===== src/design/humidity_sensor_poll_sequencer_top_defines.svh =====
// Assertion macros shared by the sequencer RTL.
// All checks are clocked on clk and are disabled while rst_n is low.
`ifndef HUMIDITY_SENSOR_POLL_SEQUENCER_TOP_DEFINES_SVH
`define HUMIDITY_SENSOR_POLL_SEQUENCER_TOP_DEFINES_SVH

// A condition that must hold at every clock edge.
`define HSPS_ASSERT_ALWAYS(label, cond, msg) \
    label: assert property (@(posedge clk) disable iff (!rst_n) (cond)) \
        else $error(msg);

// A condition whose consequence must hold at the following clock edge.
`define HSPS_ASSERT_NEXT(label, ante, cons, msg) \
    label: assert property (@(posedge clk) disable iff (!rst_n) (ante) |=> (cons)) \
        else $error(msg);

`endif


===== src/design/hsps_pkg.sv =====
`timescale 1ns / 1ps

package hsps_pkg;

    // Sequencer phases.
    typedef enum logic [3:0] {
        PH_INIT     = 4'd0,
        PH_FLUSH    = 4'd1,
        PH_RESET    = 4'd2,
        PH_RD_USER  = 4'd3,
        PH_WR_USER  = 4'd4,
        PH_RD_HEAT  = 4'd5,
        PH_WR_HEAT  = 4'd6,
        PH_MEASURE  = 4'd7,
        PH_RD_HUM   = 4'd8,
        PH_RD_TEMP  = 4'd9,
        PH_IDLE     = 4'd10
    } phase_t;

    // Kind of bus request issued by one poll.
    typedef enum logic [1:0] {
        REQ_NONE       = 2'd0,
        REQ_READ       = 2'd1,
        REQ_WRITE      = 2'd2,
        REQ_WRITE_READ = 2'd3
    } req_kind_t;

    // Configuration register indexes.
    localparam logic [2:0] CFG_I2C_ADDR      = 3'd0;
    localparam logic [2:0] CFG_DESIRED_USER  = 3'd1;
    localparam logic [2:0] CFG_DESIRED_HEAT  = 3'd2;
    localparam logic [2:0] CFG_POWER_ON_WAIT = 3'd3;
    localparam logic [2:0] CFG_RESET_WAIT    = 3'd4;
    localparam logic [2:0] CFG_CONV_WAIT     = 3'd5;

    localparam int unsigned WAIT_W = 31;
    localparam logic [WAIT_W-1:0] WAIT_RESET = 31'd25000000;

    // Sensor command bytes.
    localparam logic [7:0] CMD_NONE    = 8'h00;
    localparam logic [7:0] CMD_RESET   = 8'hFE;
    localparam logic [7:0] CMD_RD_USER = 8'hE7;
    localparam logic [7:0] CMD_WR_USER = 8'hE6;
    localparam logic [7:0] CMD_RD_HEAT = 8'h11;
    localparam logic [7:0] CMD_WR_HEAT = 8'h51;
    localparam logic [7:0] CMD_MEASURE = 8'hF5;
    localparam logic [7:0] CMD_RD_TEMP = 8'hE0;

    // Reserved bits kept from the value read back.
    localparam logic [7:0] USER_RSVD = 8'h3A;
    localparam logic [7:0] HEAT_RSVD = 8'hF0;

    // Status bits in the low two bits of a measurement word.
    localparam logic [1:0] HUM_STATUS  = 2'b10;
    localparam logic [1:0] TEMP_STATUS = 2'b00;

    // Read lengths.
    localparam logic [1:0] LEN_NONE = 2'd0;
    localparam logic [1:0] LEN_ONE  = 2'd1;
    localparam logic [1:0] LEN_TWO  = 2'd2;

    // Merge the wanted value with the reserved bits read from the sensor.
    function automatic logic [7:0] merge_rsvd(input logic [7:0] wanted,
                                              input logic [7:0] readback,
                                              input logic [7:0] rsvd);
        return (wanted & ~rsvd) | (readback & rsvd);
    endfunction

endpackage


===== src/design/humidity_sensor_poll_sequencer_top.sv =====
`timescale 1ns / 1ps

// Channel   | Signals                                         | Direction
// ----------+-------------------------------------------------+----------
// poll in   | in_valid, in_ready, bus_done, bus_error,        | input
//           | read_word, now_ticks                            |
// request   | out_valid, out_ready, request_kind, command_byte,| output
//           | write_byte, read_length, data_valid,            |
//           | humidity_raw, temperature_raw                   |
// config    | cfg_we, cfg_index, cfg_wdata                    | input
//
// One request per cycle sustained while out_ready holds: a poll is registered,
// the state step runs from the input register once the result register is
// free, and its result lands in the output register when the step is taken.
// Reset puts the sequencer in the init phase with the first-entry flag set.
// A stalled output holds the result register; the input register keeps
// accepting until it is also full, then in_ready drops.
module humidity_sensor_poll_sequencer_top
    import hsps_pkg::*;
(
    input  logic        clk,
    input  logic        rst_n,

    input  logic        in_valid,
    output logic        in_ready,
    input  logic        bus_done,
    input  logic        bus_error,
    input  logic [15:0] read_word,
    input  logic [31:0] now_ticks,

    output logic        out_valid,
    input  logic        out_ready,
    output logic [1:0]  request_kind,
    output logic [7:0]  command_byte,
    output logic [7:0]  write_byte,
    output logic [1:0]  read_length,
    output logic        data_valid,
    output logic [15:0] humidity_raw,
    output logic [15:0] temperature_raw,

    input  logic        cfg_we,
    input  logic [2:0]  cfg_index,
    input  logic [30:0] cfg_wdata
);

`include "humidity_sensor_poll_sequencer_top_defines.svh"

    // Configuration registers.
    logic [7:0]        des_user_reg;
    logic [7:0]        des_heat_reg;
    logic [WAIT_W-1:0] power_wait_reg;
    logic [WAIT_W-1:0] reset_wait_reg;
    logic [WAIT_W-1:0] conv_wait_reg;

    // Input register.
    logic        s1_valid_reg;
    logic        s1_done_reg;
    logic        s1_err_reg;
    logic [15:0] s1_rd_reg;
    logic [31:0] s1_now_reg;

    // Sequencer state.
    phase_t      phase_reg, phase_next;
    logic        first_reg, first_next;
    logic [31:0] deadline_reg, deadline_next;
    logic [7:0]  mrg_user_reg, mrg_user_next;
    logic [7:0]  mrg_heat_reg, mrg_heat_next;
    logic [15:0] hum_reg, hum_next;
    logic [15:0] temp_reg, temp_next;

    // Result register.
    logic        out_valid_reg;
    req_kind_t   kind_reg, kind_next;
    logic [7:0]  cmd_reg, cmd_next;
    logic [7:0]  wbyte_reg, wbyte_next;
    logic [1:0]  len_reg, len_next;
    logic        dvalid_reg, dvalid_next;

    logic        step_go;
    logic [7:0]  rd_hi;
    logic [31:0] since_deadline;
    logic        time_reached;

    assign step_go  = s1_valid_reg && (!out_valid_reg || out_ready);
    assign in_ready = !s1_valid_reg || step_go;

    // Configuration writes; the bus address belongs to the bus master.
    always_ff @(posedge clk or negedge rst_n)
    begin
        if (!rst_n)
        begin
            des_user_reg   <= '0;
            des_heat_reg   <= '0;
            power_wait_reg <= WAIT_RESET;
            reset_wait_reg <= WAIT_RESET;
            conv_wait_reg  <= WAIT_RESET;
        end
        else if (cfg_we)
        begin
            unique case (cfg_index)
                CFG_I2C_ADDR:      ;
                CFG_DESIRED_USER:  des_user_reg   <= cfg_wdata[7:0];
                CFG_DESIRED_HEAT:  des_heat_reg   <= cfg_wdata[7:0];
                CFG_POWER_ON_WAIT: power_wait_reg <= cfg_wdata;
                CFG_RESET_WAIT:    reset_wait_reg <= cfg_wdata;
                CFG_CONV_WAIT:     conv_wait_reg  <= cfg_wdata;
                default:           ;
            endcase
        end
    end

    // Input register load.
    always_ff @(posedge clk or negedge rst_n)
    begin
        if (!rst_n)
        begin
            s1_valid_reg <= 1'b0;
        end
        else if (in_ready)
        begin
            s1_valid_reg <= in_valid;
        end
    end

    always_ff @(posedge clk)
    begin
        if (in_valid && in_ready)
        begin
            s1_done_reg <= bus_done;
            s1_err_reg  <= bus_error;
            s1_rd_reg   <= read_word;
            s1_now_reg  <= now_ticks;
        end
    end

    assign rd_hi          = s1_rd_reg[15:8];
    assign since_deadline = s1_now_reg - deadline_reg;
    assign time_reached   = !since_deadline[31];

    // One poll step: next phase, stored words and the bus request.
    always_comb
    begin
        phase_next    = phase_reg;
        first_next    = first_reg;
        deadline_next = deadline_reg;
        mrg_user_next = mrg_user_reg;
        mrg_heat_next = mrg_heat_reg;
        hum_next      = hum_reg;
        temp_next     = temp_reg;
        kind_next     = REQ_NONE;
        cmd_next      = CMD_NONE;
        wbyte_next    = CMD_NONE;
        len_next      = LEN_NONE;
        dvalid_next   = 1'b0;

        if (s1_done_reg)
        begin
            if (s1_err_reg)
            begin
                // A failed humidity read is retried in place; any other failure restarts at init.
                if (phase_reg != PH_RD_HUM)
                begin
                    phase_next = PH_INIT;
                end
                first_next = 1'b1;
            end
            else
            begin
                unique case (phase_reg)
                    PH_INIT:
                    begin
                        if (first_reg)
                            deadline_next = s1_now_reg + {1'b0, power_wait_reg};
                        else if (time_reached)
                            phase_next = PH_FLUSH;
                    end
                    PH_FLUSH:
                    begin
                        if (first_reg)
                        begin
                            kind_next = REQ_READ;
                            len_next  = LEN_TWO;
                        end
                        else
                        begin
                            phase_next = PH_RESET;
                        end
                    end
                    PH_RESET:
                    begin
                        if (first_reg)
                        begin
                            kind_next     = REQ_WRITE;
                            cmd_next      = CMD_RESET;
                            deadline_next = s1_now_reg + {1'b0, reset_wait_reg};
                        end
                        else if (time_reached)
                        begin
                            phase_next = PH_RD_USER;
                        end
                    end
                    PH_RD_USER:
                    begin
                        if (first_reg)
                        begin
                            kind_next = REQ_WRITE_READ;
                            cmd_next  = CMD_RD_USER;
                            len_next  = LEN_ONE;
                        end
                        else
                        begin
                            mrg_user_next = merge_rsvd(des_user_reg, rd_hi, USER_RSVD);
                            phase_next = (mrg_user_next != rd_hi) ? PH_WR_USER : PH_RD_HEAT;
                        end
                    end
                    PH_WR_USER:
                    begin
                        if (first_reg)
                        begin
                            kind_next  = REQ_WRITE;
                            cmd_next   = CMD_WR_USER;
                            wbyte_next = mrg_user_reg;
                        end
                        else
                        begin
                            phase_next = PH_RD_USER;
                        end
                    end
                    PH_RD_HEAT:
                    begin
                        if (first_reg)
                        begin
                            kind_next = REQ_WRITE_READ;
                            cmd_next  = CMD_RD_HEAT;
                            len_next  = LEN_ONE;
                        end
                        else
                        begin
                            mrg_heat_next = merge_rsvd(des_heat_reg, rd_hi, HEAT_RSVD);
                            phase_next = (mrg_heat_next != rd_hi) ? PH_WR_HEAT : PH_MEASURE;
                        end
                    end
                    PH_WR_HEAT:
                    begin
                        if (first_reg)
                        begin
                            kind_next  = REQ_WRITE;
                            cmd_next   = CMD_WR_HEAT;
                            wbyte_next = mrg_heat_reg;
                        end
                        else
                        begin
                            phase_next = PH_RD_HEAT;
                        end
                    end
                    PH_MEASURE:
                    begin
                        if (first_reg)
                        begin
                            kind_next = REQ_WRITE;
                            cmd_next  = CMD_MEASURE;
                        end
                        else
                        begin
                            deadline_next = s1_now_reg + {1'b0, conv_wait_reg};
                            phase_next    = PH_RD_HUM;
                        end
                    end
                    PH_RD_HUM:
                    begin
                        // Retry the read until the conversion deadline passes.
                        if (first_reg)
                        begin
                            if (!time_reached)
                            begin
                                kind_next = REQ_READ;
                                len_next  = LEN_TWO;
                            end
                            else
                            begin
                                phase_next = PH_RD_TEMP;
                            end
                        end
                        else
                        begin
                            hum_next   = s1_rd_reg;
                            phase_next = PH_RD_TEMP;
                        end
                    end
                    PH_RD_TEMP:
                    begin
                        if (first_reg)
                        begin
                            kind_next = REQ_WRITE_READ;
                            cmd_next  = CMD_RD_TEMP;
                            len_next  = LEN_TWO;
                        end
                        else
                        begin
                            temp_next  = s1_rd_reg;
                            phase_next = PH_IDLE;
                        end
                    end
                    PH_IDLE:
                    begin
                        phase_next = PH_RD_USER;
                    end
                    default:
                    begin
                        phase_next = PH_INIT;
                    end
                endcase

                first_next = (phase_next != phase_reg);
                dvalid_next = (phase_next == PH_IDLE) &&
                              (hum_next[1:0] == HUM_STATUS) &&
                              (temp_next[1:0] == TEMP_STATUS);
            end
        end
    end

    // Sequencer state register.
    always_ff @(posedge clk or negedge rst_n)
    begin
        if (!rst_n)
        begin
            phase_reg    <= PH_INIT;
            first_reg    <= 1'b1;
            deadline_reg <= '0;
            mrg_user_reg <= '0;
            mrg_heat_reg <= '0;
            hum_reg      <= '0;
            temp_reg     <= '0;
        end
        else if (step_go)
        begin
            phase_reg    <= phase_next;
            first_reg    <= first_next;
            deadline_reg <= deadline_next;
            mrg_user_reg <= mrg_user_next;
            mrg_heat_reg <= mrg_heat_next;
            hum_reg      <= hum_next;
            temp_reg     <= temp_next;
        end
    end

    // Result register.
    always_ff @(posedge clk or negedge rst_n)
    begin
        if (!rst_n)
        begin
            out_valid_reg <= 1'b0;
        end
        else if (step_go)
        begin
            out_valid_reg <= 1'b1;
        end
        else if (out_ready)
        begin
            out_valid_reg <= 1'b0;
        end
    end

    always_ff @(posedge clk)
    begin
        if (step_go)
        begin
            kind_reg   <= kind_next;
            cmd_reg    <= cmd_next;
            wbyte_reg  <= wbyte_next;
            len_reg    <= len_next;
            dvalid_reg <= dvalid_next;
        end
    end

    assign out_valid       = out_valid_reg;
    assign request_kind    = kind_reg;
    assign command_byte    = cmd_reg;
    assign write_byte      = wbyte_reg;
    assign read_length     = len_reg;
    assign data_valid      = dvalid_reg;
    assign humidity_raw    = hum_reg;
    assign temperature_raw = temp_reg;

    // A completed measurement never carries a new bus request.
    `HSPS_ASSERT_ALWAYS(a_valid_no_request,
        !(out_valid_reg && dvalid_reg) || (kind_reg == REQ_NONE),
        "data_valid reported together with a bus request")
    // An empty request must not carry stray bytes.
    `HSPS_ASSERT_ALWAYS(a_none_is_clean,
        !(out_valid_reg && kind_reg == REQ_NONE) ||
        (cmd_reg == CMD_NONE && wbyte_reg == CMD_NONE && len_reg == LEN_NONE),
        "empty request with nonzero request fields")
    // The input side only stalls when both registers are full and blocked.
    `HSPS_ASSERT_ALWAYS(a_stall_cause,
        in_ready || (s1_valid_reg && out_valid_reg && !out_ready),
        "input stalled without a full pipeline")
    // A poll held in the input register is not dropped while blocked.
    `HSPS_ASSERT_NEXT(a_hold_poll,
        s1_valid_reg && !step_go, s1_valid_reg && $stable(s1_now_reg),
        "blocked poll lost from the input register")
    // The idle phase is only ever reached for a single step.
    `HSPS_ASSERT_NEXT(a_idle_leaves,
        step_go && phase_reg == PH_IDLE && s1_done_reg && !s1_err_reg,
        phase_reg == PH_RD_USER,
        "idle phase did not return to the user register read")

endmodule

===== config.mk =====
export PLATFORM = sky130hd
export DESIGN_NAME = humidity_sensor_poll_sequencer_top
export DESIGN_NICKNAME = d
export VERILOG_FILES = /design/src/design/hsps_pkg.sv /design/src/design/humidity_sensor_poll_sequencer_top.sv
export VERILOG_INCLUDE_DIRS = /design/src /design/src/design
export SDC_FILE = /design/constraint.sdc
export NUM_CORES = 1
export LEC_CHECK = 0
export ABC_CLOCK_PERIOD_IN_PS = 6800
export BUFFER_PORTS_ARGS = -buffer_cell sky130_fd_sc_hd__buf_2
export CAP_MARGIN = 30
export CELL_PAD_IN_SITES_DETAIL_PLACEMENT = 0
export CELL_PAD_IN_SITES_GLOBAL_PLACEMENT = 2
export CORE_UTILIZATION = 43
export DETAILED_ROUTE_END_ITERATION = 10
export PLACE_DENSITY = 0.81
export SLEW_MARGIN = 25
export SYNTH_ARGS = -nofsm -noshare
export SYNTH_HDL_FRONTEND = slang
export SYNTH_SLANG_ARGS = --single-unit
export TNS_END_PERCENT = 1

===== constraint.sdc =====
create_clock -name clk -period 6.8 [get_ports clk]
set_input_delay 1.36 -clock clk [delete_from_list [all_inputs] [get_ports clk]]
set_output_delay 1.36 -clock clk [all_outputs]
set_load 0.02 [all_outputs]

==> Word-level counts from Yosys, hierarchy flattened <==
Index checks and enable logic that the tools add are counted.
{ "word_totals": {"input_bits": 89, "regBits": 263} }
{ "classes": {"n_addsub": 4, "n_mux": 55, "bitwise_logic": 5, "eq_ne": 28, "n_reduce_logical": 30} }
{ "op_table": {"columns": ["op", "n"], "rows": [
  ["two-way mux 16 bit", 8],
  ["adder 32 x 31 -> 32 bit", 3],
  ["two-way mux 32 bit", 3],
  ["case mux 32 bit (3 select lines)", 1],
  ["two-way mux 4 bit", 17],
  ["two-way mux 8 bit", 7],
  ["case mux 8 bit (7 select lines)", 1],
  ["case mux 4 bit (11 select lines)", 1],
  ["subtractor 32 bit", 1],
  ["AND reduction 5 bit", 4],
  ["equality test 4 x 3 -> 1 bit, second input constant", 4],
  ["equality test 4 bit, second input constant", 4],
  ["inequality test 8 bit", 2],
  ["case mux 8 bit (2 select lines)", 1],
  ["AND reduction 2 bit", 6],
  ["equality test 4 x 2 -> 1 bit, second input constant", 2],
  ["two-way mux 1 bit", 8],
  ["two-way mux 2 bit", 4],
  ["OR 4 x 8 -> 8 bit", 1],
  ["OR 8 x 6 -> 8 bit", 1],
  ["case mux 2 bit (4 select lines)", 1],
  ["two-way mux 7 bit", 1],
  ["AND reduction 7 bit", 1],
  ["equality test 3 x 2 -> 1 bit, second input constant", 2],
  ["24 further kinds", 38]
]} }

==> Longest topological paths before layout <==
Gate-level depths: netlist (run 1).
{ "logic_depth": {"depth_word": 10, "depth_mapped": 19} }

==> Least setup slack after synthesis (run 1) <==
Ideal clock, no wire load.
{ "synth_timing": {"kind": "in2reg", "start": "input port out_ready", "end": "register temp_reg[0] (netlist: temperature_raw[0])", "setup_ns": 0.125, "t_required_ns": 6.675, "slack_ns": 3.135, "path_buffers": 2, "stages": 8, "arrival_ns": 3.541, "cell_sequence": "nand2b_1 > and2_1 > nand2_2 > or3_1 > buf_2 > nor2_2 > buf_4 > mux2_2"} }
{ "synth_between": {"elab_chain_cells": 3} }
{ "synth_rtl": {"columns": ["item", "line_no", "text"], "rows": [
  ["start, declared", "humidity_sensor_poll_sequencer_top.sv:32", "input logic out_ready,"],
  ["logical OR 1 bit", "humidity_sensor_poll_sequencer_top.sv:84", "assign step_go = s1_valid_reg && (!out_valid_reg || out_ready);"],
  ["logical AND 1 bit", "humidity_sensor_poll_sequencer_top.sv:84", null],
  ["named net step_go", "humidity_sensor_poll_sequencer_top.sv:79", "logic step_go;"],
  ["AND reduction 3 bit (no source line)", null, null],
  ["end signal, assigned", "humidity_sensor_poll_sequencer_top.sv:343", "temp_reg <= temp_next;"],
  ["end, declared", "humidity_sensor_poll_sequencer_top.sv:69", "logic [15:0] temp_reg, temp_next;"]
]} }
The timed path passes the listed nets, and every way through them passes these cells.
A chain may end at the register's enable or synchronous reset.

==> Final worst setup path (run 1) <==
{ "layout_timing": {"start": "register phase_reg[3]", "end": "register deadline_reg[30]"} }
{ "layout_between": {"elab_chain_cells": 3} }
{ "layout_rtl": {"columns": ["item", "line_no", "text"], "rows": [
  ["start, declared", "humidity_sensor_poll_sequencer_top.sv:63", "phase_t phase_reg, phase_next;"],
  ["start signal, assigned", "humidity_sensor_poll_sequencer_top.sv:337", "phase_reg <= phase_next;"],
  ["equality test 4 x 3 -> 1 bit (tied with other cells)", "humidity_sensor_poll_sequencer_top.sv:169", "unique case (phase_reg)"],
  ["inequality test 2 bit (no source line) / nonzero test 3 bit (equally long branches)", null, null],
  ["AND reduction 7 bit (no source line)", null, null],
  ["end signal, assigned", "humidity_sensor_poll_sequencer_top.sv:339", "deadline_reg <= deadline_next;"],
  ["end, declared", "humidity_sensor_poll_sequencer_top.sv:65", "logic [31:0] deadline_reg, deadline_next;"]
]} }
Parallel ways exist; a longest one is shown, timed or not.

==> impl_results.rst, run 1 <==
.. list-table::
   :header-rows: 1

   * - Metric
     - Value
   * - Run status
     - complete, no violations
   * - Number of nets in the final layout
     - 1,332
   * - Number of core rows
     - 62
   * - FF+latch count, synth
     - 258
   * - Port bufs
     - 143
   * - Pre-CTS setup slack
     - 1.75 ns
   * - Nets in the synthesized netlist
     - 1,183
   * - Buffers inserted by post-CTS timing repair
     - 0
   * - Average wire length per cell after detail routing
     - 17.5 um
   * - Number of violations of the max-capacitance limit
     - 0
   * - Area of the placeable core
     - 0.0286 mm2
   * - Origin of the critical flop-to-flop path
     - phase_reg[3]
   * - Predominant post-synthesis flop cell
     - sky130_fd_sc_hd__dfrtp_1
   * - DRC violation total after the first TritonRoute iteration
     - 395
   * - CTS Root Buffer Type
     - sky130_fd_sc_hd__clkbuf_16
   * - Yosys warning count
     - 0
   * - Maximum number of pins on one net before global-route repair
     - 104
   * - Worst reg-to-reg path cell count
     - 18
   * - WL final
     - 27,800 um
   * - First drt pass iteration count
     - 4
   * - Area growth from synthesis to layout
     - 17.1%
   * - Static power due to leakage
     - 6.58 nW
   * - Critical path destination
     - deadline_reg[30]
   * - Layout cells sized above 1
     - 35.0%
   * - Destination of the worst register-to-register timing path
     - deadline_reg[30]
   * - Cell Area, Synth
     - 0.0125 mm2
   * - Post-route worst setup slack
     - 2.09 ns
   * - Count of different cell masters after synthesis
     - 68
   * - Mean instance size in the synthesized netlist
     - 12.1 um2
   * - Sequential standard cell area
     - 0.00685 mm2
   * - Via count of the routed design
     - 8,239
   * - Fmax achieved
     - 212 MHz
   * - Proportion of total power due to net switching
     - 32.0%
   * - I/O Pins
     - 144
   * - Actual slew at the worst max-slew pin
     - 0.873 ns
   * - Sequential power share
     - 40.2%
   * - Crit path launch type
     - register
   * - Slew Limit Headroom
     - 41.8%
   * - Combinational cell fraction of total power
     - 29.7%
   * - Number of standard cells after synthesis
     - 1,032
   * - Post-CTS resize count
     - 0
   * - Net switching power figure
     - 0.00169 W
   * - Number of enable-type register cells in the synthesized netlist
     - 70
   * - Number of antenna cells inserted
     - 0
   * - Cell area after placement
     - 0.0136 mm2
   * - Post-route cell area
     - 0.0146 mm2
   * - Final Util
     - 51.1%
   * - Setup CP Type
     - register to register
   * - CP Data Arrival Time
     - 5.14 ns
   * - Post-route DRC violation count
     - 0
   * - Post-synthesis async set-or-reset flop share
     - 72.9%
   * - Routed Antenna Nets
     - 0
   * - Clk buf depth
     - 3
   * - Footprint of the multi-input gates
     - 0.00533 mm2
   * - Critical Path Fanout Max
     - 32
   * - Final-layout setup total negative slack
     - 0 ns
   * - Half-perimeter wire length after placement
     - 19,300 um
   * - Pwr Density
     - 361 mW/mm2
   * - Required time of the critical path
     - 7.23 ns
   * - Fin crit period
     - 4.71 ns
   * - DIE WIDTH
     - 173 um
   * - Number of hold violations in the final report
     - 0
   * - Clock group share of total power
     - 30.1%
   * - Die Height
     - 173 um
   * - Internal Dissipation
     - 0.00359 W
   * - Clock latency reported for the late side of the worst-skew pair
     - 0.56 ns
   * - Number of global-route vias before repair
     - 8,415
   * - Die outline area
     - 0.0298 mm2
   * - Register clock-pin slew on the reported worst setup and hold paths
     - 0.07 ns
   * - Residual overflow from global routing
     - 0
   * - Max IR drop VDD
     - 0.213 mV
   * - Final hold slack
     - 0.474 ns
   * - Filler cell count in the final layout
     - 2,583
   * - Setup slack, reg-to-reg
     - 2.09 ns
   * - Total GRT Usage
     - 19.2%
   * - Wire length of the first global-routing pass
     - 45,900 um
   * - Clock buffer count from CTS
     - 30
   * - Min-delay worst type
     - register to register
   * - Max Clock Skew
     - 0.0215 ns
   * - Placer's final routability congestion estimate
     - 0.849
   * - Clock tree from TritonCTS
     - built
   * - Number of antenna violations at the first check in global routing
     - 0
   * - Unrepaired setup endpoints after global routing
     - no
   * - Final cycle utilization of the critical path
     - 69.3%
   * - Sink count of the clock tree
     - 258
   * - Pins over their slew limit
     - 0
   * - Kind of capture point of the worst setup path
     - register
   * - Seq/Total Area, Yosys
     - 54.8%
   * - Endpoints failing setup
     - 0
   * - H-tree levels
     - 1
   * - Worst setup path startpoint
     - phase_reg[3]
   * - Initial cell density of the core
     - 43.7%
   * - Via density
     - 5.19
   * - Count of hold-fix buffers inserted at cts
     - 0
-- cells in the mapped netlist, types with 3 or more instances --
cell                       number  area [um2]
sky130_fd_sc_hd__o21bai_1       4        30.0
sky130_fd_sc_hd__a22oi_1       40         300
sky130_fd_sc_hd__nor2_1        45         169
sky130_fd_sc_hd__buf_4          3        22.5
sky130_fd_sc_hd__a211oi_1       9        67.6
sky130_fd_sc_hd__a31oi_1        4        25.0
sky130_fd_sc_hd__dfrtp_1      151        3780
sky130_fd_sc_hd__o21ai_0       51         255
sky130_fd_sc_hd__o31ai_1        4        30.0
sky130_fd_sc_hd__and2_1         3        18.8
sky130_fd_sc_hd__xnor2_1       18         158
sky130_fd_sc_hd__mux2_2       151        1700
sky130_fd_sc_hd__a21oi_1       41         205
sky130_fd_sc_hd__inv_1         41         154
sky130_fd_sc_hd__buf_2          5        25.0
sky130_fd_sc_hd__dfstp_2       37         972
sky130_fd_sc_hd__nor2b_1       11        68.8
sky130_fd_sc_hd__nand3_1        5        25.0
sky130_fd_sc_hd__nor3_1         9        45.0
sky130_fd_sc_hd__nand2b_1       7        43.8
sky130_fd_sc_hd__or3_1          5        31.3
sky130_fd_sc_hd__o21ai_1        3        15.0
sky130_fd_sc_hd__edfxtp_1      70        2100
sky130_fd_sc_hd__xor2_1        21         184
sky130_fd_sc_hd__o21a_1         7        52.6
sky130_fd_sc_hd__buf_1          5        18.8
sky130_fd_sc_hd__ha_1          61         763
sky130_fd_sc_hd__nand4_1        9        56.3
sky130_fd_sc_hd__a21o_1        18         135
sky130_fd_sc_hd__clkbuf_1      24        90.1
sky130_fd_sc_hd__nand2_1      117         439
-- worst max-delay path, stage by stage, from the launching register on --
cell and delay [ns]:
sky130_fd_sc_hd__dfrtp_1 0.70, sky130_fd_sc_hd__inv_1 0.23, sky130_fd_sc_hd__nand2_1 0.20, sky130_fd_sc_hd__nor2_2 0.05, sky130_fd_sc_hd__buf_4 0.26, sky130_fd_sc_hd__nor2_4 0.52
sky130_fd_sc_hd__buf_4 0.33, sky130_fd_sc_hd__nand2_1 0.07, sky130_fd_sc_hd__nand2_1 0.07, sky130_fd_sc_hd__ha_1 0.28, sky130_fd_sc_hd__a211oi_1 0.35, sky130_fd_sc_hd__o21ai_1 0.23
sky130_fd_sc_hd__a211oi_1 0.31, sky130_fd_sc_hd__a221oi_2 0.15, sky130_fd_sc_hd__nand4_1 0.15, sky130_fd_sc_hd__a31oi_2 0.12, sky130_fd_sc_hd__a221oi_2 0.28, sky130_fd_sc_hd__xor2_1 0.17
sky130_fd_sc_hd__o21ai_1 0.07
-- worst min path at each step --
| stage | slack [ns] | end | startpoint | cells after the start |
|---|---|---|---|---|
| CTS | 0.48 | out_valid | s1_valid_reg | 1 |
| global placement | 0.46 | out_valid | s1_valid_reg | 1 |
| detailed placement | 0.46 | out_valid | s1_valid_reg | 1 |
| finish | 0.47 | out_valid | s1_valid_reg | 1 |
| global route | 0.49 | out_valid | s1_valid_reg | 1 |
| floorplan | 0.45 | deadline_reg[4] | deadline_reg[4] | 2 |
-- metrics by stage --
stage | total power (W) | cells
4_1_cts | 0.00535 | 1588
5_1_grt | 0.00564 | 1589
3_5_place_dp | 0.00373 | 1532
2_1_floorplan | 0.00330 | 1032
6_report | 0.00528 | 1589
3_3_place_gp | 0.00371 | 1531
-- cell usage in the layout, fill, tap and decap left out, types with 11 or more instances in the layout --
master	Yosys	routed
sky130_fd_sc_hd__buf_4	3	12
sky130_fd_sc_hd__a22oi_1	40	40
sky130_fd_sc_hd__o21ai_0	51	51
sky130_fd_sc_hd__nand2_1	117	117
sky130_fd_sc_hd__nor2_1	45	43
sky130_fd_sc_hd__buf_2	5	143
sky130_fd_sc_hd__ha_1	61	61
sky130_fd_sc_hd__a21oi_1	41	41
sky130_fd_sc_hd__inv_1	41	41
sky130_fd_sc_hd__dfstp_2	37	37
sky130_fd_sc_hd__mux2_2	151	151
sky130_fd_sc_hd__a21o_1	18	18
sky130_fd_sc_hd__edfxtp_1	70	70
sky130_fd_sc_hd__nor2b_1	11	11
sky130_fd_sc_hd__xnor2_1	18	18
sky130_fd_sc_hd__clkbuf_16	0	30
sky130_fd_sc_hd__dfrtp_1	151	151
sky130_fd_sc_hd__xor2_1	21	21
-- power groups by stage --
stage               sequential [W]  clock [W]  combinational (W)
floorplan                  0.00213          0            0.00117
global placement           0.00214          0            0.00157
detailed placement         0.00215          0            0.00158
CTS                        0.00212    0.00164            0.00159
global route               0.00217    0.00170            0.00178
finish                     0.00212    0.00159            0.00157
-- layout make-up --
cell class | count | share of cell area [%]
clock buffers | 43 | 5.87
repair buffers | 157 | 5.67
clock inverters | 13 | 0.931
multi-input cells | 693 | 36.4
well taps | 384 | 3.28
flip-flops and latches | 258 | 46.8
inverters | 41 | 1.05
-- per-layer routing --
layer	wire length, um	GRT usage (%)	vias up
met5	0	0	-
met4	498	4.06	0
met3	1040	2.72	37
met2	12300	29.3	144
met1	14000	29.0	4032
li1	-	-	4026
-- cell families (layout without fill, tap and decap cells) --
family	count (synthesis)	after routing	synth area share (%)
fa+ha+maj	62	62	6.27
compound gates	208	208	11.1
xor+xnor	39	39	2.73
flops	258	258	54.8
simple gates	232	232	8.68
buf+inv	81	254	2.74
mux	152	152	13.7
Power figures use the tool's default switching activity.
==> run 2: changes to the inputs <==
ABC_CLOCK_PERIOD_IN_PS = 4690   (was 6800)
CORE_UTILIZATION = 40   (was 43)
PLACE_DENSITY = 0.76   (was 0.81)
clock period = 4.69 ns   (was 6.8 ns; I/O delays follow)
==> run 2 against run 1 <==
Global-route usage decreased by 0.56 points. Clock skew increased by 0.0024 ns. Sequential share of layout area decreased by 0.39 points. Count of clock-buffer cells in the layout decreased by 3. Highest routed layer unchanged.
==> impl_results.rst, run 2 (synthesis results as in run 1) <==
.. list-table::
   :header-rows: 1

   * - Metric
     - Value
   * - Run status
     - complete, no violations
   * - Routed Antenna Nets
     - 0
   * - Highest-delay cell along the critical path
     - sky130_fd_sc_hd__dfrtp_1
   * - Maximum number of pins on one net before global-route repair
     - 98
   * - Setup slack, reg-to-reg
     - 0.47 ns
   * - Total GRT Usage
     - 18.6%
   * - Buffers inserted by post-CTS timing repair
     - 0
   * - Die Height
     - 179 um
   * - Crit path launch type
     - register
   * - Slew Limit Headroom
     - 43.4%
   * - Pre-CTS setup slack
     - 0.537 ns
   * - Endpoints failing setup
     - 0
   * - Number of hold violations in the final report
     - 0
   * - Actual slew at the worst max-slew pin
     - 0.848 ns
   * - WL final
     - 29,000 um
   * - Unrepaired setup endpoints after global routing
     - no
   * - Final cycle utilization of the critical path
     - 90.0%
   * - Stages on worst setup path
     - 17
   * - Post-route DRC violation count
     - 0
   * - Destination of the worst register-to-register timing path
     - deadline_reg[30]
   * - Area growth from synthesis to layout
     - 18.1%
   * - Number of antenna cells inserted
     - 0
   * - Cell-by-cell listing of the critical path
     - inv_1 > nand2_1 > nor3_2 > buf_4 > a22oi_1 > nand2_1 > ha_1 > fa_1 > a211oi_1 > o21ai_1 > a211oi_1 > a221oi_2 > nand4_1 > a31oi_2 > a221oi_2 > xor2_1 > o21ai_1
   * - DRC violation total after the first TritonRoute iteration
     - 420
   * - Initial cell density of the core
     - 40.8%
   * - Clock buffer count from CTS
     - 29
   * - Final-layout setup total negative slack
     - 0 ns
   * - Layout cells sized above 1
     - 35.5%
   * - Average wire length per cell after detail routing
     - 18.1 um
   * - Wire length of the first global-routing pass
     - 46,200 um
   * - Inst Count DP
     - 1,551
   * - Clk buf depth
     - 3
   * - Number of antenna violations at the first check in global routing
     - 0
   * - Via density
     - 5.14
   * - Worst reg-to-reg path cell count
     - 17
   * - Register clock-pin slew on the reported worst setup and hold paths
     - 0.06 ns
   * - Number of global-route vias before repair
     - 8,440
   * - Setup CP Type
     - register to register
   * - Min-delay worst type
     - input port to asynchronous set/reset pin
   * - Fmax achieved
     - 237 MHz
   * - Total power
     - 0.00784 W
   * - Most used cells in the layout excluding fill and tap cells
     - sky130_fd_sc_hd__mux2_2, sky130_fd_sc_hd__dfrtp_1, sky130_fd_sc_hd__buf_2, sky130_fd_sc_hd__nand2_1, sky130_fd_sc_hd__edfxtp_1
   * - Clock tree from TritonCTS
     - built
   * - Via count of the routed design
     - 8,252
   * - CP top delay family
     - compound AO/OA/AOI/OAI gates
   * - Count of hold-fix buffers inserted at cts
     - 0
   * - CTS Root Buffer Type
     - sky130_fd_sc_hd__clkbuf_16
   * - Origin of the critical flop-to-flop path
     - phase_reg[0]
   * - DIE WIDTH
     - 179 um
   * - Max Clock Skew
     - 0.0238 ns
   * - Die outline area
     - 0.0320 mm2
   * - Critical path destination
     - deadline_reg[30]
   * - Critical Path Fanout Max
     - 17
   * - Longest individual stage delay on the worst path
     - 0.52 ns
   * - Pins over their slew limit
     - 0
   * - Clock latency reported for the late side of the worst-skew pair
     - 0.57 ns
   * - CP Data Arrival Time
     - 4.66 ns
   * - Residual overflow from global routing
     - 0
   * - Post-CTS resize count
     - 0
   * - Static power due to leakage
     - 6.64 nW
   * - First drt pass iteration count
     - 4
   * - H-tree levels
     - 1
   * - Pwr Density
     - 531 mW/mm2
   * - Area of the placeable core
     - 0.0307 mm2
   * - I/O Pins
     - 144
   * - Non-filler cells, final
     - 1,605
   * - Worst setup path startpoint
     - phase_reg[0]
   * - Bufs and invs on worst path
     - 2
   * - Post-route worst setup slack
     - 0.468 ns
   * - Number of core rows
     - 64
   * - Port bufs
     - 143
   * - Max IR drop VDD
     - 0.291 mV
   * - Number of nets in the final layout
     - 1,337
   * - Number of violations of the max-capacitance limit
     - 0
   * - Half-perimeter wire length after placement
     - 20,400 um
   * - Sink count of the clock tree
     - 258
   * - Placer's final routability congestion estimate
     - 0.835
   * - Fin crit period
     - 4.22 ns
   * - Required time of the critical path
     - 5.13 ns
   * - Kind of capture point of the worst setup path
     - register
-- run 2: changes by cell type in the layout (fill, tap and decap cells not counted), sizes merged --
cell	previous run	this run
buf	156	162
bufinv	2	5
clkbuf	44	41
clkinv	8	6
clkinvlp	1	2
inv	43	42
-- run 2: power by group --
part           leakage [nW]  total (W)  internal [W]  switching (W)
registers              2.99    0.00307       0.00281       0.000262
clock network         0.514    0.00246       0.00153       0.000934
logic                  3.14    0.00231       0.00102        0.00129
total                  6.64    0.00784       0.00536        0.00248
-- run 2: worst min path at each step --
stage | depth (start not counted) | slack [ns] | endpoint | from
5_1_grt | 1 | 0.50 | s1_valid_reg | rst_n
6_report | 1 | 0.44 | s1_valid_reg | rst_n
3_5_place_dp | 2 | 0.47 | deadline_reg[19] | deadline_reg[19]
2_1_floorplan | 2 | 0.45 | deadline_reg[4] | deadline_reg[4]
3_3_place_gp | 1 | 0.46 | out_valid | s1_valid_reg
4_1_cts | 2 | 0.49 | deadline_reg[19] | deadline_reg[19]
-- run 2: area by class of cell --
type | instances | area (um2)
fillers | 2797 | 15900
flip-flops and latches | 258 | 6850
multi-input cells | 693 | 5320
repair buffers | 163 | 885
clock buffers | 40 | 838
well taps | 396 | 495
clock inverters | 14 | 218
inverters | 41 | 154
-- run 2: through the flow --
step / utilization (%) / hold WS (ns) / cell area (um2)
after floorplan: - / 0.449 / 12500
after global placement: 44.7 / 0.458 / 13700
after detailed placement: 44.7 / 0.472 / 13700
after CTS: 48.1 / 0.485 / 14800
after global routing: 48.1 / 0.501 / 14800
final: 48.1 / 0.437 / 14800
-- run 2: routing by layer --
| metal | GRT usage (%) | share of wire (%) | vias to the layer above |
|---|---|---|---|
| met5 | 0 | 0 | - |
| met2 | 28.6 | 45 | 120 |
| li1 | - | - | 4026 |
| met4 | 3.95 | 1.7 | 0 |
| met1 | 27.6 | 51 | 4072 |
| met3 | 2.91 | 3.1 | 34 |
==> run 3: changes to the inputs <==
ABC_CLOCK_PERIOD_IN_PS = 4600   (was 4690)
clock period = 4.6 ns   (was 4.69 ns; I/O delays follow)
==> run 3 against run 2 <==
Cell count increased by 0.25%. Final area decreased by 0.15%. Combinational power up 3%. Critical endpoint unchanged. Largest cell class unchanged. Largest power group unchanged.
==> impl_results.rst, run 3 (synthesis results as in run 1) <==
.. list-table::
   :header-rows: 1

   * - Metric
     - Value
   * - Endpoints failing setup
     - 0
   * - CTS Root Buffer Type
     - sky130_fd_sc_hd__clkbuf_16
   * - Average wire length per cell after detail routing
     - 18.1 um
   * - Fin crit period
     - 4.03 ns
   * - Final hold slack
     - 0.269 ns
   * - Die outline area
     - 0.0320 mm2
   * - Area of the placeable core
     - 0.0307 mm2
   * - Pwr Density
     - 533 mW/mm2
   * - Worst reg-to-reg path cell count
     - 17
   * - Area growth from synthesis to layout
     - 17.9%
   * - Via count of the routed design
     - 8,328
   * - Die Height
     - 179 um
   * - Number of antenna violations at the first check in global routing
     - 1
   * - WL final
     - 29,100 um
   * - Count of hold-fix buffers inserted at cts
     - 0
   * - Run status
     - complete, no violations
   * - Final Util
     - 48.1%
   * - Clk buf depth
     - 3
   * - Post-route worst setup slack
     - 0.569 ns
   * - Total GRT Usage
     - 18.6%
   * - Filler cell count in the final layout
     - 2,805
   * - Critical Path Fanout Max
     - 17
   * - Residual overflow from global routing
     - 0
   * - Maximum number of pins on one net before global-route repair
     - 92
   * - Number of nets in the final layout
     - 1,340
   * - Max IR drop VDD
     - 0.306 mV
   * - Number of global-route vias before repair
     - 8,431
   * - Via density
     - 5.18
   * - Pre-CTS setup slack
     - 0.556 ns
   * - Wire length of the first global-routing pass
     - 46,200 um
   * - Post-route cell area
     - 0.0147 mm2
   * - Number of antenna cells inserted
     - 0
   * - Post-route DRC violation count
     - 0
   * - Pins over their slew limit
     - 0
   * - Clock latency reported for the late side of the worst-skew pair
     - 0.56 ns
   * - Post-CTS resize count
     - 0
   * - Half-perimeter wire length after placement
     - 20,400 um
   * - Static power due to leakage
     - 6.62 nW
   * - Max Clock Skew
     - 0.0126 ns
   * - Sink count of the clock tree
     - 258
   * - Crit path launch type
     - register
   * - Register clock-pin slew on the reported worst setup and hold paths
     - 0.06 ns
   * - Fmax achieved
     - 248 MHz
   * - Required time of the critical path
     - 5.02 ns
   * - Kind of capture point of the worst setup path
     - register
   * - Most used cells in the layout excluding fill and tap cells
     - sky130_fd_sc_hd__mux2_2, sky130_fd_sc_hd__dfrtp_1, sky130_fd_sc_hd__buf_2, sky130_fd_sc_hd__nand2_1, sky130_fd_sc_hd__edfxtp_1
   * - Clock tree from TritonCTS
     - built
   * - H-tree levels
     - 1
   * - Routed Antenna Nets
     - 0
   * - Buffers inserted by post-CTS timing repair
     - 0
   * - Layout cells sized above 1
     - 35.4%
   * - Min-delay worst type
     - input port to asynchronous set/reset pin
   * - I/O Pins
     - 144
   * - CP Data Arrival Time
     - 4.45 ns
   * - Actual slew at the worst max-slew pin
     - 0.727 ns
   * - Final cycle utilization of the critical path
     - 87.6%
   * - Setup CP Type
     - register to register
   * - DIE WIDTH
     - 179 um
   * - Placer's final routability congestion estimate
     - 0.796
   * - Unrepaired setup endpoints after global routing
     - no
   * - Cell area after placement
     - 0.0137 mm2
   * - Clock buffer count from CTS
     - 30
   * - Initial cell density of the core
     - 40.8%
   * - Slew Limit Headroom
     - 51.2%
   * - First drt pass iteration count
     - 5
   * - Number of hold violations in the final report
     - 0
   * - Port bufs
     - 143
   * - DRC violation total after the first TritonRoute iteration
     - 424
   * - Number of core rows
     - 64
   * - Number of violations of the max-capacitance limit
     - 0
   * - Final-layout setup total negative slack
     - 0 ns
==> run 3: where the power goes <==
group / internal [W] / total, W / leakage (nW) / switching [W]
sequential: 0.00286 / 0.00313 / 2.99 / 0.000267
combinational: 0.00105 / 0.00237 / 3.15 / 0.00132
clock: 0.00143 / 0.00236 / 0.481 / 0.000935
==> run 3: layout make-up <==
cell class,instances,area [um2],share of cell area (%)
flip-flops and latches,258,6850,46.5
multi-input cells,693,5330,36.1
repair buffers,165,917,6.22
clock buffers,46,881,5.97
well taps,396,495,3.36
inverters,41,154,1.04
clock inverters,10,118,0.798
==> run 3: final timing paths <==
| kind | from | to | slack (ns) |
|---|---|---|---|
| max reg2reg | phase_reg[0] | deadline_reg[30] | 0.57 |
| min | rst_n | s1_valid_reg | 0.27 |
| max in group asynchronous | rst_n | conv_wait_reg[26] | 3.36 |
| min in group clk | deadline_reg[2] | deadline_reg[2] | 0.48 |
| min reg2reg | deadline_reg[2] | deadline_reg[2] | 0.48 |
| max | phase_reg[0] | deadline_reg[30] | 0.57 |
==> run 3: metal layers <==
| layer | up-vias | track usage, % | part of all wire [%] |
|---|---|---|---|
| met4 | 2 | 4.24 | 2.1 |
| met5 | - | 0 | 0.027 |
| met3 | 40 | 2.71 | 3.6 |
| met1 | 4097 | 28.1 | 51 |
| li1 | 4037 | - | - |
| met2 | 152 | 27.8 | 44 |
==> run 3: per-stage QoR <==
step	instances	power (W)
5_1_grt	1609	0.00840
2_1_floorplan	1032	0.00488
6_report	1609	0.00786
3_3_place_gp	1551	0.00554
4_1_cts	1608	0.00797
3_5_place_dp	1552	0.00555
==> run 3: critical path, cell delays in order (launching register included) <==
cell and delay [ns]:
sky130_fd_sc_hd__dfrtp_1 0.50, sky130_fd_sc_hd__inv_1 0.12, sky130_fd_sc_hd__nand2_1 0.15, sky130_fd_sc_hd__nor3_2 0.21, sky130_fd_sc_hd__buf_4 0.32, sky130_fd_sc_hd__buf_4 0.30
sky130_fd_sc_hd__a22oi_1 0.12, sky130_fd_sc_hd__nand2_1 0.10, sky130_fd_sc_hd__ha_1 0.27, sky130_fd_sc_hd__a211oi_1 0.33, sky130_fd_sc_hd__o21ai_1 0.22, sky130_fd_sc_hd__a211oi_1 0.33
sky130_fd_sc_hd__a221oi_2 0.15, sky130_fd_sc_hd__nand4_1 0.15, sky130_fd_sc_hd__a31oi_2 0.12, sky130_fd_sc_hd__a221oi_2 0.27, sky130_fd_sc_hd__xor2_1 0.17, sky130_fd_sc_hd__o21ai_1 0.07
